### config.mk
export PLATFORM = sky130hd
export DESIGN_NAME = tvac_isqrt
export DESIGN_NICKNAME = d
export VERILOG_FILES = /design/src/design/tvac_pkg.sv /design/src/design/tvac_isqrt.sv
export SDC_FILE = /design/constraint.sdc
export NUM_CORES = 2
export LEC_CHECK = 0
export BUFFER_PORTS_ARGS = -buffer_cell sky130_fd_sc_hd__clkbuf_2
export CAP_MARGIN = 15
export CORE_UTILIZATION = 57
export DETAILED_ROUTE_END_ITERATION = 8
export PLACE_DENSITY = 0.81
export SLEW_MARGIN = 40
export SYNTH_ARGS = -nofsm -noshare
export SYNTH_HDL_FRONTEND = slang
export SYNTH_SLANG_ARGS = --single-unit
### constraint.sdc
create_clock -name clk -period 3.2 [get_ports clk]
set_clock_uncertainty 0.1 [all_clocks]
set_input_delay 0.48 -clock clk [delete_from_list [all_inputs] [get_ports clk]]
set_output_delay 0.48 -clock clk [all_outputs]
set_load 0.005 [all_outputs]
### src/design/tvac_pkg.sv
// shared constants and tables for the thrust vector to actuator command block
package tvac_pkg;

  localparam int CORDIC_STAGES_DEF = 16;
  localparam int ATAN_LEN = 24;

  // square root unit: 48-bit radicand, 24-bit root, one root bit a stage
  localparam int SQ_W = 48;
  localparam int SQ_R = SQ_W / 2;

  // quotient bits of the ratio divider, plus its input and output stages
  localparam int DIV_Q = 16;
  localparam int DIV_LAT = DIV_Q + 2;

  localparam int ANG_W = 28;
  localparam int CX_W = 43;
  localparam int CIN_W = 25;

  localparam logic signed [ANG_W-1:0] PI_Q24 = 28'sd52707179;
  localparam logic [15:0] GIMBAL_SAT = 16'd32767;

  localparam logic [1:0] CFG_THRUST_LIMIT = 2'd0;
  localparam logic [1:0] CFG_THROTTLE_SCALE = 2'd1;
  localparam logic [1:0] CFG_MAX_DEFLECTION = 2'd2;

  localparam logic [22:0] THRUST_LIMIT_RST = 23'd925788;
  localparam logic [15:0] THROTTLE_SCALE_RST = 16'd17490;
  localparam logic [16:0] MAX_DEFLECTION_RST = 17'd17157;

  localparam logic signed [ANG_W-1:0] ATAN_Q24 [ATAN_LEN] = '{
    28'sd13176795, 28'sd7778716, 28'sd4110060, 28'sd2086331,
    28'sd1047214, 28'sd524117, 28'sd262123, 28'sd131069,
    28'sd65536, 28'sd32768, 28'sd16384, 28'sd8192,
    28'sd4096, 28'sd2048, 28'sd1024, 28'sd512,
    28'sd256, 28'sd128, 28'sd64, 28'sd32,
    28'sd16, 28'sd8, 28'sd4, 28'sd2
  };

endpackage

### src/design/tvac_isqrt.sv
// pipelined integer square root, one root bit per stage
module tvac_isqrt import tvac_pkg::*; (
  input  logic            clk,
  input  logic            en,
  input  logic [SQ_W-1:0] rad,
  output logic [SQ_R-1:0] root
);

  // remainder can reach twice the partial root, so it keeps one extra bit
  logic [SQ_R:0]   rem_r  [1:SQ_R];
  logic [SQ_R-1:0] root_r [1:SQ_R];
  logic [SQ_W-1:0] v_r    [1:SQ_R];

  for (genvar i = 0; i < SQ_R; i++) begin : g_stage
    logic [SQ_R:0]   rem_i;
    logic [SQ_R-1:0] root_i;
    logic [SQ_W-1:0] v_i;
    logic [SQ_R+2:0] rs;
    logic [SQ_R+2:0] trial;
    logic            ge;

    if (i == 0) begin : g_head
      assign rem_i  = '0;
      assign root_i = '0;
      assign v_i    = rad;
    end else begin : g_body
      assign rem_i  = rem_r[i];
      assign root_i = root_r[i];
      assign v_i    = v_r[i];
    end

    always_comb begin
      rs    = {rem_i, v_i[SQ_W-1 -: 2]};
      trial = {1'b0, root_i, 2'b01};
      ge    = (rs >= trial);
    end

    always_ff @(posedge clk) begin
      if (en) begin
        rem_r[i+1]  <= ge ? (SQ_R+1)'(rs - trial) : (SQ_R+1)'(rs);
        root_r[i+1] <= {root_i[SQ_R-2:0], ge};
        v_r[i+1]    <= {v_i[SQ_W-3:0], 2'b00};
      end
    end
  end

  assign root = root_r[SQ_R];

endmodule

==> key figures <==
STA
  – RSZ-0062 raised after global routing: yes
  – Worst slew pin tran: ~830 ps
  – Setup-failing EPs final: 50
  – Max Freq: a little under 300 MHz
  – Tcrit/Tclk final: 108%
  – Setup TNS: -5840 ps
  – Rel. slew slack: between 40 and 50%
  – Final Hold Viols: 0
  – Final hold slack: 105 ps
  – Min Tclk post-route: approximately 3500 ps
  – Post-layout worst setup margin: -252 ps
  – Fin. max-slew vios: 0

Floorplan
  – Initial Util: 57.8%
  – Core Region: around 110,000 um^2
  – # rows: ~120
  – # IOs: 74
  – Die W: between 300 and 400 um
  – Die area: 114,000 um^2
  – Die Span Y: ~340 um

Worst setup path
  – Worst path arrival time: roughly 4000 ps
  – Crit Path Class: reg2reg
  – Critical Path Source Type: register
  – CP max FO: 7
  – Crit Reg-Reg Endpoint: rem_r[0][149]$_DFFE_PP_
  – FF-to-FF Start: rem_r[0][109]$_DFFE_PP_
  – R2r worst-path depth: 9
  – CP required: roughly 3700 ps
  – Worst R2R Setup Slack: -250 ps
  – CP Capture Type: register

Global route
  – Initial antenna violation count: 1
  – Total gr overflow: 0
  – Global-route wire length before repair: roughly 200 mm
  – Vias in the first global route: between 40,000 and 50,000
  – GRT Total Usage: about 22%
  – Largest net degree at the start of global routing: 82

Final layout
  – Commonest non-fill, non-tap cell in the layout: edfxtp_1
  – Util after Layout: roughly two thirds
  – Share of layout cells above drive strength 1: a little under a fifth
  – Area grow syn2layout: 18.8%
  – # diodes: 0
  – Leading cell types in the layout, fill and taps excluded: edfxtp_1, inv_1, buf_4
  – Nets: between 5,000 and 6,000

Clock network
  – Clock latency on the worst-skew pair: approximately 750 ps
  – CTS tree: built
  – Clock buffer depth: 3
  – Clock Pin Slew Worst Setup and Hold Paths: approximately 60 ps
  – Clk sinks: approximately 1,400
  – Clk root buf: clkbuf_16
  – Inserted Clock Buffers: approximately 140
  – H-tree levels: 4

Logic synthesis
  – Mux cell area share after synthesis: 1.01%
  – Post-Synth Adder-Cell Area: approximately 6.3%
  – Area leader, netlist: edfxtp_1
  – Post-Syn Nets: 5,254
  – Simple-Gate Fraction of Synth Area: roughly a tenth
  – Syn Std Cell Area: around 64,000 um^2
  – Xor/xnor cell area share of the yosys netlist: under 10%
  – Post-Synthesis Cells: slightly below 5,000
  – EDFF count, synth: approximately 1,400
  – Top-area cell type share of the netlist area: roughly two thirds
  – Top post-synthesis cells by area: edfxtp_1, ha_1, xor2_1
  – Post-synthesis sequential area ratio: between 60% and 70%
  – Compound-gate portion of the synthesized area: 9.05%
  – Mean post-synth cell area: around 13 um^2
  – Ys async rst share: 0%
  – #FFs+latches synth: between 1,000 and 1,500
  – Netlist cell types: 80
  – Synth Flop Type: edfxtp_1
  – Largest family of logic cells by synthesized area: simple AND/OR/NAND/NOR gates
  – Yosys warnings: 0

Outcome
  – Status: finished with violations
  – Violated checks: setup timing

Routing
  – Metal3 WL: between 7 and 8 mm
  – DR vias/cell: 5.71
  – Detailed Route Iter0 Violations: about 3,400
  – Via count: 40,500
  – Met2 wire len: about 67 mm
  – Met1 Wirelength: 54.7 mm
  – Uppermost layer routed: met4
  – Pre-antenna DRT Iters: 6
  – Final ANT Viol Nets: 0
  – Drt total wl: roughly 130 mm
  – Drt wl/cell: 18.8 um
  – DRC viols: 0

Placement
  – Dpl ws: -203 ps
  – Port bufs: 73
  – Post-DP HPWL: about 87 mm
  – RD Place Congestion: 0.897

Power
  – P_leak: ~30 nW
  – Pwr Density: about 660 nW/um^2
  – Maximum vdd drop: approximately 600 uV

Flow run
  – MaxCap Viol Count: 0

Min path
  – End of the worst hold path: v_r[0][149]$_DFFE_PP_
  – Hold Path Stages: 1
  – Min-Delay Startpoint: en
  – HP Class: in2reg
==> per-layer routing <==
| metal | GRT usage (%) | up-vias |
|---|---|---|
| met5 | 0 | - |
| li1 | - | 19300 |
| met4 | 8.36 | 0 |
| met1 | 28.6 | 19700 |
| met3 | 3.79 | 285 |
| met2 | 38.4 | 1266 |
==> power by group <==
part / switching [mW] / total [mW] / internal [mW]
clock: 7.00 / 15.8 / 8.84
combinational: 5.58 / 10.3 / 4.69
sequential: 1.39 / 24.3 / 22.9
==> worst max-delay path, cell delays in order (launching register included) <==
cell	delay (ps)
edfxtp_1	480
nor4_4	350
nand3_2	130
or2_4	250
or4_4	430
o211a_1	280
and3_4	200
or4_4	610
nor3_4	160
xor2_1	240
==> cells in the mapped netlist (68+ instances only) <==
master / instances
clkbuf_1: 76
edfxtp_1: 1395
nor2_1: 276
xor2_1: 240
a21oi_1: 309
xnor2_1: 200
nor3_1: 115
a21o_1: 103
nand2_1: 330
inv_1: 403
o21ai_0: 258
nand3_1: 68
ha_1: 325
==> timing repair <==
action,in CTS,in global routing
pin swaps,28,89
setup buffers,31,40
hold endpoints to repair,49,0
endpoints found under the setup margin,148,343
gates cloned,0,11
hold buffers,49,0
resized for setup,69,257
==> cell type report <==
| class | instances | area [um^2] |
|---|---|---|
| Clock buffer | 171 | 3700 |
| Clock inverter | 83 | 739 |
| Fill cell | 7377 | 34800 |
| Inverter | 405 | 1530 |
| Multi-Input combinational cell | 2996 | 22000 |
| Sequential cell | 1395 | 41900 |
| Tap cell | 1488 | 1860 |
| Timing Repair Buffer | 548 | 4580 |
==> logic make-up after synthesis <==
logic type                 count (synthesis)
DFF                                     1395
AOI/OAI and AO/OA                        953
other                                      1
and+or+nand+nor                         1216
muxes                                     59
xor gates and xnor gates                 440
adders and majority gates                325
buffers and inverters                    490
==> how the worst max path moves through the flow <==
stage	startpoint	to	slack, ps	cells past startpoint
2_1_floorplan	rem_r[0][185]$_DFFE_PP_	rem_r[1][24]$_DFFE_PP_	-110	10
3_3_place_gp	rem_r[1][125]$_DFFE_PP_	rem_r[1][174]$_DFFE_PP_	-110	11
3_5_place_dp	rem_r[2][25]$_DFFE_PP_	rem_r[2][51]$_DFFE_PP_	-200	13
4_1_cts	rem_r[0][187]$_DFFE_PP_	rem_r[1][14]$_DFFE_PP_	-160	9
5_1_grt	rem_r[0][187]$_DFFE_PP_	rem_r[1][14]$_DFFE_PP_	-310	9
6_report	rem_r[0][109]$_DFFE_PP_	rem_r[0][149]$_DFFE_PP_	-250	9
==> through the flow <==
stage | instances | area (um^2) | total power, mW
finish | 7086 | 76300 | 50.4
global route | 7086 | 76300 | 52.6
CTS | 7039 | 74700 | 49.9
detailed placement | 6705 | 69200 | 33.8
global placement | 6705 | 69200 | 33.5
floorplan | 4879 | 64400 | 30.5
==> sequential cells by signal (all words and copies together), names as in the netlist <==
signal / flops
v_r: 552
rem_r: 543
root_r: 300
Note: power is estimated with default switching activity, not from simulation.
