`src/design/tvac_pkg.sv`:
```
// shared constants and tables for the thrust vector to actuator command block
package tvac_pkg;

  localparam int CORDIC_STAGES_DEF = 16;
  localparam int ATAN_LEN = 24;

  // square root unit: 48-bit radicand, 24-bit root, one root bit a stage
  localparam int SQ_W = 48;
  localparam int SQ_R = SQ_W / 2;

  // quotient bits of the ratio divider, plus its input and output stages
  localparam int DIV_Q = 16;
  localparam int DIV_LAT = DIV_Q + 2;

  localparam int ANG_W = 28;
  localparam int CX_W = 43;
  localparam int CIN_W = 25;

  localparam logic signed [ANG_W-1:0] PI_Q24 = 28'sd52707179;
  localparam logic [15:0] GIMBAL_SAT = 16'd32767;

  localparam logic [1:0] CFG_THRUST_LIMIT = 2'd0;
  localparam logic [1:0] CFG_THROTTLE_SCALE = 2'd1;
  localparam logic [1:0] CFG_MAX_DEFLECTION = 2'd2;

  localparam logic [22:0] THRUST_LIMIT_RST = 23'd925788;
  localparam logic [15:0] THROTTLE_SCALE_RST = 16'd17490;
  localparam logic [16:0] MAX_DEFLECTION_RST = 17'd17157;

  localparam logic signed [ANG_W-1:0] ATAN_Q24 [ATAN_LEN] = '{
    28'sd13176795, 28'sd7778716, 28'sd4110060, 28'sd2086331,
    28'sd1047214, 28'sd524117, 28'sd262123, 28'sd131069,
    28'sd65536, 28'sd32768, 28'sd16384, 28'sd8192,
    28'sd4096, 28'sd2048, 28'sd1024, 28'sd512,
    28'sd256, 28'sd128, 28'sd64, 28'sd32,
    28'sd16, 28'sd8, 28'sd4, 28'sd2
  };

endpackage

```
`src/design/tvac_div.sv`:
```
// pipelined angle over aperture ratio, saturated to q1.15
module tvac_div import tvac_pkg::*; (
  input  logic                    clk,
  input  logic                    en,
  input  logic signed [ANG_W-1:0] ang,
  input  logic [16:0]             dvs,
  output logic signed [15:0]      ratio
);

  localparam int NW = ANG_W + 7;

  logic [NW-1:0]    rem_r [DIV_Q+1];
  logic [DIV_Q-1:0] q_r   [DIV_Q+1];
  logic             neg_r [DIV_Q+1];
  logic             zero_r [DIV_Q+1];
  logic             ovf_r [DIV_Q+1];
  logic [ANG_W-1:0] mag;
  logic [NW-1:0]    num;
  logic [15:0]      qs;
  logic [15:0]      res_r;

  always_comb begin
    mag = ang[ANG_W-1] ? ANG_W'(-ang) : ANG_W'(ang);
    num = {mag, 7'b0};
  end

  always_ff @(posedge clk) begin
    if (en) begin
      neg_r[0]  <= ang[ANG_W-1];
      zero_r[0] <= (ang == '0);
      ovf_r[0]  <= num >= NW'({dvs, 16'h0000});
      rem_r[0]  <= num;
      q_r[0]    <= '0;
    end
  end

  for (genvar j = 0; j < DIV_Q; j++) begin : g_step
    localparam int SH = DIV_Q - 1 - j;
    logic [NW-1:0] dsh;
    logic          ge;

    always_comb begin
      dsh = NW'({dvs, {SH{1'b0}}});
      ge  = rem_r[j] >= dsh;
    end

    always_ff @(posedge clk) begin
      if (en) begin
        neg_r[j+1]  <= neg_r[j];
        zero_r[j+1] <= zero_r[j];
        ovf_r[j+1]  <= ovf_r[j];
        rem_r[j+1]  <= ge ? rem_r[j] - dsh : rem_r[j];
        q_r[j+1]    <= q_r[j] | (ge ? DIV_Q'(1) << SH : '0);
      end
    end
  end

  always_comb begin
    if (ovf_r[DIV_Q] || (q_r[DIV_Q] > GIMBAL_SAT)) begin
      qs = GIMBAL_SAT;
    end else begin
      qs = q_r[DIV_Q];
    end
  end

  always_ff @(posedge clk) begin
    if (en) begin
      if (zero_r[DIV_Q]) begin
        res_r <= '0;
      end else begin
        res_r <= neg_r[DIV_Q] ? 16'(-qs) : qs;
      end
    end
  end

  assign ratio = $signed(res_r);

endmodule

```
`config.mk`:
```
export PLATFORM = sky130hd
export DESIGN_NAME = tvac_div
export DESIGN_NICKNAME = d
export VERILOG_FILES = /design/src/design/tvac_pkg.sv /design/src/design/tvac_div.sv
export SDC_FILE = /design/constraint.sdc
export NUM_CORES = 1
export LEC_CHECK = 0
export ABC_AREA = 1
export BUFFER_PORTS_ARGS = -buffer_cell sky130_fd_sc_hd__buf_2
export CAP_MARGIN = 20
export CORE_UTILIZATION = 54
export DETAILED_ROUTE_END_ITERATION = 12
export PLACE_DENSITY = 0.7
export REMOVE_ABC_BUFFERS = 1
export SYNTH_ARGS = -nofsm -noshare
export SYNTH_HDL_FRONTEND = slang
export SYNTH_SLANG_ARGS = --single-unit
```
`constraint.sdc`:
```
create_clock -name clk -period 3.77 [get_ports clk]
set_input_delay 0.754 -clock clk [delete_from_list [all_inputs] [get_ports clk]]
set_output_delay 0.754 -clock clk [all_outputs]
set_load 0.03 [all_outputs]
```
==> reports/metrics.cfg, run 1 <==
[outcome]
outcome=finished, final reports clean

[floorplanning]
floorplan.rows=105
floorplan.initialDensity_pct=54.8
dieHeight_um=291
die_w_um=291
placeableCoreArea_um2=82500
io_pins=63
die_area_um2=84900

[placed_design]
hpwlAfterDp_um=97800
numPortBuffers=62
placed_cells_incl_taps=6571
globalplace.congestion=0.975

[logic_synthesis]
postSynthCellCount=5424
syn_area_um2=45200
synth_top_cell_area_share_pct=44.6
ys_dominant_reg_cell=edfxtp_1
seq_area_frac_synth_pct=44.6
synthDominantAreaCellType=edfxtp_1
synth-edff-count=672
synth_top_cells_by_area=edfxtp_1 45%, nand2_1 11%, ha_1 8.0%
postSynthRegisterBits=672
synth_area_per_cell_um2=8.34
synth.yosys.warnings=0
yosys_cell_types=54
postSynth.asyncResetShare_pct=0

[timing]
timing.final.crit_share_pct=80.3
clock_skew_ns=0.0369
final_max_slew_viol_count=0
hold_slack_ns=0.316
final_setup_fails=0
max_freq_ghz=0.330
setup_tns_ns=0
max_slew.worst_pin.slew_ns=0.833
grt_setup_unrepaired=no
finalCriticalPeriod_ns=3.03
report.final.hold_viol_count=0
relSlewSlack_pct=44.4

[drt]
detailedRoute.firstPassIterationCount=8
drc=0
wire_per_inst_um=19.1
postRouteWirelength_um=128000
antenna_violating_nets_post_route=0
routed-via-count=38400
via_per_inst=5.73
dr.first_iter.drc_count=2984

[min_path]
min_from=ang[0]
hold-path-endpoint=rem_r[0][7]
hold_depth=1
worst_hold_path_type=in -> reg

[global_route]
total_routing_usage_gr_pct=30.0
grt_pass1_wl_um=199000
global_route_track_usage_on_met1_pct=39.7
global_route_layer_with_the_greatest_usage=met2
grt-ovfl-total=0
grt_max_degree=86
antenna_found_initial=1
met2_usage_pct=50.5
first_global_vias=36600
grt.met3_usage_pct=3.12

[cts]
postCtsSetupBuffers=0
hold_fix_buffer_count_after_cts=0
worst_skew_pair.late_latency_ns=0.64
clock-sinks=672
cts-root-buf=clkbuf_16
cts_made_buffers=76
worst_setup_hold_path_clk_slew_ns=0.06
cts_resized=0
max-clock-path-buffers=3
clock_tree_from_tritoncts=built
h-tree-depth=3

[power_and_ir_drop]
power.static_leakage_nw=19.8
totalPowerFinal_mw=34.2
total_power_divided_by_cell_area_nw_per_um2=686
max_ir_drop_vdd_mv=0.366

[setup_path]
startpoint_class_of_the_critical_path=input port
rr_endpoint=rem_r[0][132]
required_time_reported_for_the_critical_path_endpoint_ns=4.10
crit_arrival_ns=3.36
regToRegStartpoint=rem_r[0][83]
cp_cell_sequence=buf_2 -> inv_1 -> buf_4 -> ha_1 -> ha_1 -> nand3_1 -> nor3_1 -> a21oi_2 -> nand3_4 -> inv_2 -> o21ai_0
cell_at_the_slowest_stage_of_the_critical_path=inv_2
worstSetupEndpointType=register
timing.critical_path.buf_inv=4
critPathTopFamily=buffers and inverters
regToRegSetupSlack_ns=0.90
max_stage_delay_ns=0.54
start_to_end_type_of_the_worst_setup_path=in -> reg
cp_common_cell=ha_1
worst-path-max-fanout=39
worstRegToRegCells=13

[run]
max_cap_check_violation_count=0

[layout]
final_net_count=5932
layout-drive-gt1-share_pct=6.83
antennaDiodeCount=0
post-route-util_pct=60.4
final_cell_mix=1345 x nand2_1, 672 x edfxtp_1, 614 x nor2_1
layout.cells.most_common=nand2_1
filler_instances=7323
area_growth_syn_to_layout_pct=10.1
fin_cells=6705

[cells in the mapped netlist, drive strengths merged (2+ instances only)]
master	n
nand2	1356
edfxtp	672
nor2	623
inv	525
o21ai	435
a21oi	428
nand3	301
ha	291
xnor2	132
xor2	102
nor3	90
nand4	86
nor4	59
buf	52
nand3b	49
or2	43
a21o	29
a21boi	23
o21bai	21
a31oi	19
fa	15
clkbuf	13
o21a	13
a211oi	9
and2	8
and3	8
o211ai	5
o31ai	5
nor3b	4
o2111ai	2
[layer usage]
layer | routed length [µm] | vias to the layer above | part of all wire [%]
li1 | - | 19000 | -
met1 | 55200 | 17800 | 43
met2 | 60200 | 1278 | 47
met3 | 7240 | 266 | 5.7
met4 | 5310 | 2 | 4.2
met5 | 12 | - | 0.0094
[worst max-delay path by stage]
stage          depth (start not counted)            end    from
2_1_floorplan                         12  rem_r[0][547]  dvs[3]
3_3_place_gp                          13  rem_r[0][132]  dvs[0]
3_5_place_dp                          11  rem_r[0][397]  dvs[1]
4_1_cts                               11  rem_r[0][397]  dvs[1]
5_1_grt                               11  rem_r[0][397]  dvs[1]
6_report                              11  rem_r[0][397]  dvs[1]
[state kept, by name, indices dropped and copies added (netlist names)]
register / cells
neg_r: 17
ratio: 16
q_r: 136
ovf_r: 17
rem_r: 469
zero_r: 17
[area by class of cell]
| type | count | area, µm² | share of cell area (%) |
|---|---|---|---|
| flip-flops and latches | 672 | 20200 | 40.5 |
| repair buffers | 142 | 1210 | 2.43 |
| clock buffers | 97 | 2040 | 4.10 |
| clock inverters | 37 | 409 | 0.821 |
| well taps | 1070 | 1340 | 2.69 |
| multi-input cells | 4161 | 22700 | 45.5 |
| inverters | 526 | 1970 | 3.96 |
[per-stage QoR]
stage / area [µm²] / worst slack, ns
6_report: 49800 / 0.744
5_1_grt: 49800 / 0.562
4_1_cts: 49800 / 0.804
3_5_place_dp: 47400 / 0.137
3_3_place_gp: 47400 / 0.210
2_1_floorplan: 44800 / -0.125
[logic make-up (layout without fill, tap and decap cells)]
logic type | Yosys count | after routing | synth area share (%)
compound gates | 994 | 994 | 12.1
xor+xnor | 234 | 234 | 4.53
flops | 672 | 672 | 44.6
simple gates | 2627 | 2627 | 24.7
buf+inv | 591 | 802 | 5.29
fa+ha+maj | 306 | 306 | 8.71
[where the power goes]
| part | leakage, nW | internal (mW) | switching, mW |
|---|---|---|---|
| Clock | 1.19 | 4.33 | 3.00 |
| Combinational | 12.2 | 5.17 | 9.36 |
| Sequential | 6.44 | 10.8 | 1.55 |
| Total | 19.8 | 20.3 | 13.9 |
No activity file was read; power rests on OpenSTA's default activity.
==> inputs of run 2 (changes only) <==
Settings changed: PLACE_DENSITY 0.7 to 0.73.
Clock period 3.77 ns to 2.4 ns, I/O delays scaled along.
==> run 2 against run 1 <==
  * The run now ends with negative setup slack left
  * Worst hold slack got worse by 0.27 ns
  * Global-route usage grew 5.0 points
  * Wire length grew 21%
  * Utilization is 15 points higher
  * Sequential share of layout area down 8.2 points
  * First-iteration DRC count increased by 26%
  * Register-to-register slack got worse by 0.95 ns
  * Critical path depth unchanged
  * Sequential power grew 60%
  * Setup slack got worse by 0.79 ns
  * Critical endpoint is now rem_r[0][336]
  * Largest cell class unchanged
==> reports/metrics.cfg, run 2 (same netlist as run 1, synthesis figures left out) <==
[power_and_ir_drop]
total_power_divided_by_cell_area_nw_per_um2=1080  ; +57%
portion_of_total_power_attributed_to_combinational_logic_pct=53.2  ; +11 points
sequential_share_of_power_pct=29.3  ; -6.8 points
max_ir_drop_vdd_mv=0.693  ; +89%
power.static_leakage_nw=26.7  ; +34%
power_report.internal_total_mw=41.2  ; +100%
power.clock.fraction_pct=17.5  ; -3.9 points
netSwitchingPower_mw=26.2  ; +88%
power.share.switching_pct=38.9  ; -1.8 points

[global_route]
grt_pass1_wl_um=232000  ; +16%
antenna_found_initial=1  ; unchanged
grt.met3_usage_pct=4.16  ; +1.0 points
grt-ovfl-total=0  ; unchanged
grt_max_degree=79  ; -8.1%
first_global_vias=42900  ; +17%
met2_usage_pct=60.3  ; +9.9 points
global_route_track_usage_on_met1_pct=43.1  ; +3.4 points
global_route_layer_with_the_greatest_usage=met2
total_routing_usage_gr_pct=35.0  ; +5.0 points

[drt]
routed-via-count=45200  ; +18%
postRouteWirelength_um=155000  ; +21%
drc=0  ; unchanged
via_per_inst=5.61  ; -2.0%
dr.first_iter.drc_count=3765  ; +26%
antenna_violating_nets_post_route=0  ; unchanged
detailedRoute.firstPassIterationCount=6  ; -2
wire_per_inst_um=19.3  ; +1.1%

[layout]
final_cell_mix=1343 x buf_4, 1313 x nand2_1, 672 x edfxtp_1
area_growth_syn_to_layout_pct=38.0
max_flop_register=rem_r
reg.largest.list=rem_r (469), q_r (136)
final_net_count=7278  ; +23%
post-route-util_pct=75.6  ; +15 points
layout-drive-gt1-share_pct=29.1  ; +22 points
layout.cells.most_common=buf_4
post_route_design_area_um2=62400  ; +25%
fin_cells=8057  ; +20%
largest_register_ffs=469  ; unchanged

[cts]
cts_made_buffers=77  ; +1.3%
clock-sinks=672  ; unchanged
hold_fix_buffer_count_after_cts=0  ; unchanged
clock_tree_from_tritoncts=built
h-tree-depth=3  ; unchanged
max-clock-path-buffers=3  ; unchanged
cts-root-buf=clkbuf_16
worst_skew_pair.late_latency_ns=0.64  ; about the same
worst_setup_hold_path_clk_slew_ns=0.06  ; about the same

[placed_design]
numPortBuffers=62  ; unchanged
dpl_worst_slack_ns=-0.676  ; -0.813 ns
placed_cells_incl_taps=7824  ; +19%
area_after_detailed_placement_um2=57200  ; +21%
hpwlAfterDp_um=118000  ; +21%
globalplace.congestion=0.988  ; +1.3%

[timing]
setup_tns_ns=-0.129  ; -0.129 ns
finalCriticalPeriod_ns=2.45
report.final.hold_viol_count=0  ; unchanged
final_setup_fails=6  ; +6
final_max_slew_viol_count=0  ; unchanged
max_freq_ghz=0.409
grt_setup_unrepaired=yes
layout_setup_ws_ns=-0.0456  ; -0.789 ns
clock_skew_ns=0.0288  ; -0.00805 ns
timing.final.crit_share_pct=102
relSlewSlack_pct=54.6  ; +10 points
max_slew.worst_pin.slew_ns=0.675  ; -0.158 ns

[floorplanning]
dieHeight_um=291  ; unchanged
floorplan.initialDensity_pct=54.8  ; unchanged
die_w_um=291  ; unchanged
floorplan.rows=105  ; unchanged
placeableCoreArea_um2=82500  ; unchanged
die_area_um2=84900  ; unchanged
io_pins=63  ; unchanged

[setup_path]
crit_arrival_ns=2.85  ; -0.51 ns
worstRegToRegCells=11  ; -2
start_to_end_type_of_the_worst_setup_path=reg -> reg
worstSetupEndpointType=register
worst-path-max-fanout=8  ; -79%
startpoint_class_of_the_critical_path=register
required_time_reported_for_the_critical_path_endpoint_ns=2.80  ; -1.30 ns

[outcome]
violated_checks=negative setup slack
outcome=complete, but fails checks

[min_path]
worst_hold_path_type=in -> reg
hold_depth=1  ; unchanged

[run]
max_cap_check_violation_count=0  ; unchanged

run 2: final cells by class:
type                       instances  area, µm²
antenna                            1       2.50
clock buffer                      90       2000
timing repair inverter             3       23.8
multi-input combinational       4161      24500
fill                            5950      20100
tap                             1070       1340
timing repair buffer            1484      11900
inverter                         526       2010
clock inverter                    50        500
sequential                       672      20200
run 2: per-stage QoR:
step	total power, mW	hold slack (ns)
floorplan	34.9	0.400
global placement	51.4	0.400
detailed placement	52.0	0.405
CTS	64.3	0.0214
global route	71.0	0.0292
finish	67.4	0.0451
run 2: final timing paths:
check,slack [ns],to,startpoint
min,0.05,rem_r[0][7],ang[0]
max reg2reg,-0.05,rem_r[0][336],rem_r[0][301]
min reg2reg,0.40,q_r[0][174],q_r[0][158]
max,-0.05,rem_r[0][336],rem_r[0][301]
run 2: power groups by stage:
stage / registers (mW) / logic, mW / clock network [mW]
CTS: 19.4 / 33.0 / 11.9
global placement: 19.6 / 31.8 / 0
global route: 19.8 / 39.0 / 12.3
floorplan: 18.2 / 16.6 / 0
detailed placement: 19.6 / 32.4 / 0
finish: 19.7 / 35.8 / 11.8
run 2: critical path, stage by stage (launching register included):
cell	delay (ns)
edfxtp_1	0.48
ha_1	0.34
nand2_1	0.08
buf_4	0.15
nor2_1	0.11
nor2_1	0.07
o21ai_0	0.20
inv_1	0.13
nand3_4	0.12
clkinv_4	0.10
buf_4	0.15
o21ai_0	0.31
run 2: timing repair:
| action | in CTS | in global routing |
|---|---|---|
| endpoints found under the setup margin | 156 | 368 |
| resized for setup | 51 | 388 |
| buffers inserted | 6 | 78 |
| cloned | 0 | 8 |
| pin swaps | 4 | 70 |
run 2: per-layer routing:
layer / up-vias / wire length (µm)
li1: 21700 / -
met1: 21000 / 60500
met2: 1962 / 74200
met3: 531 / 10700
met4: 0 / 9890
met5: - / 0
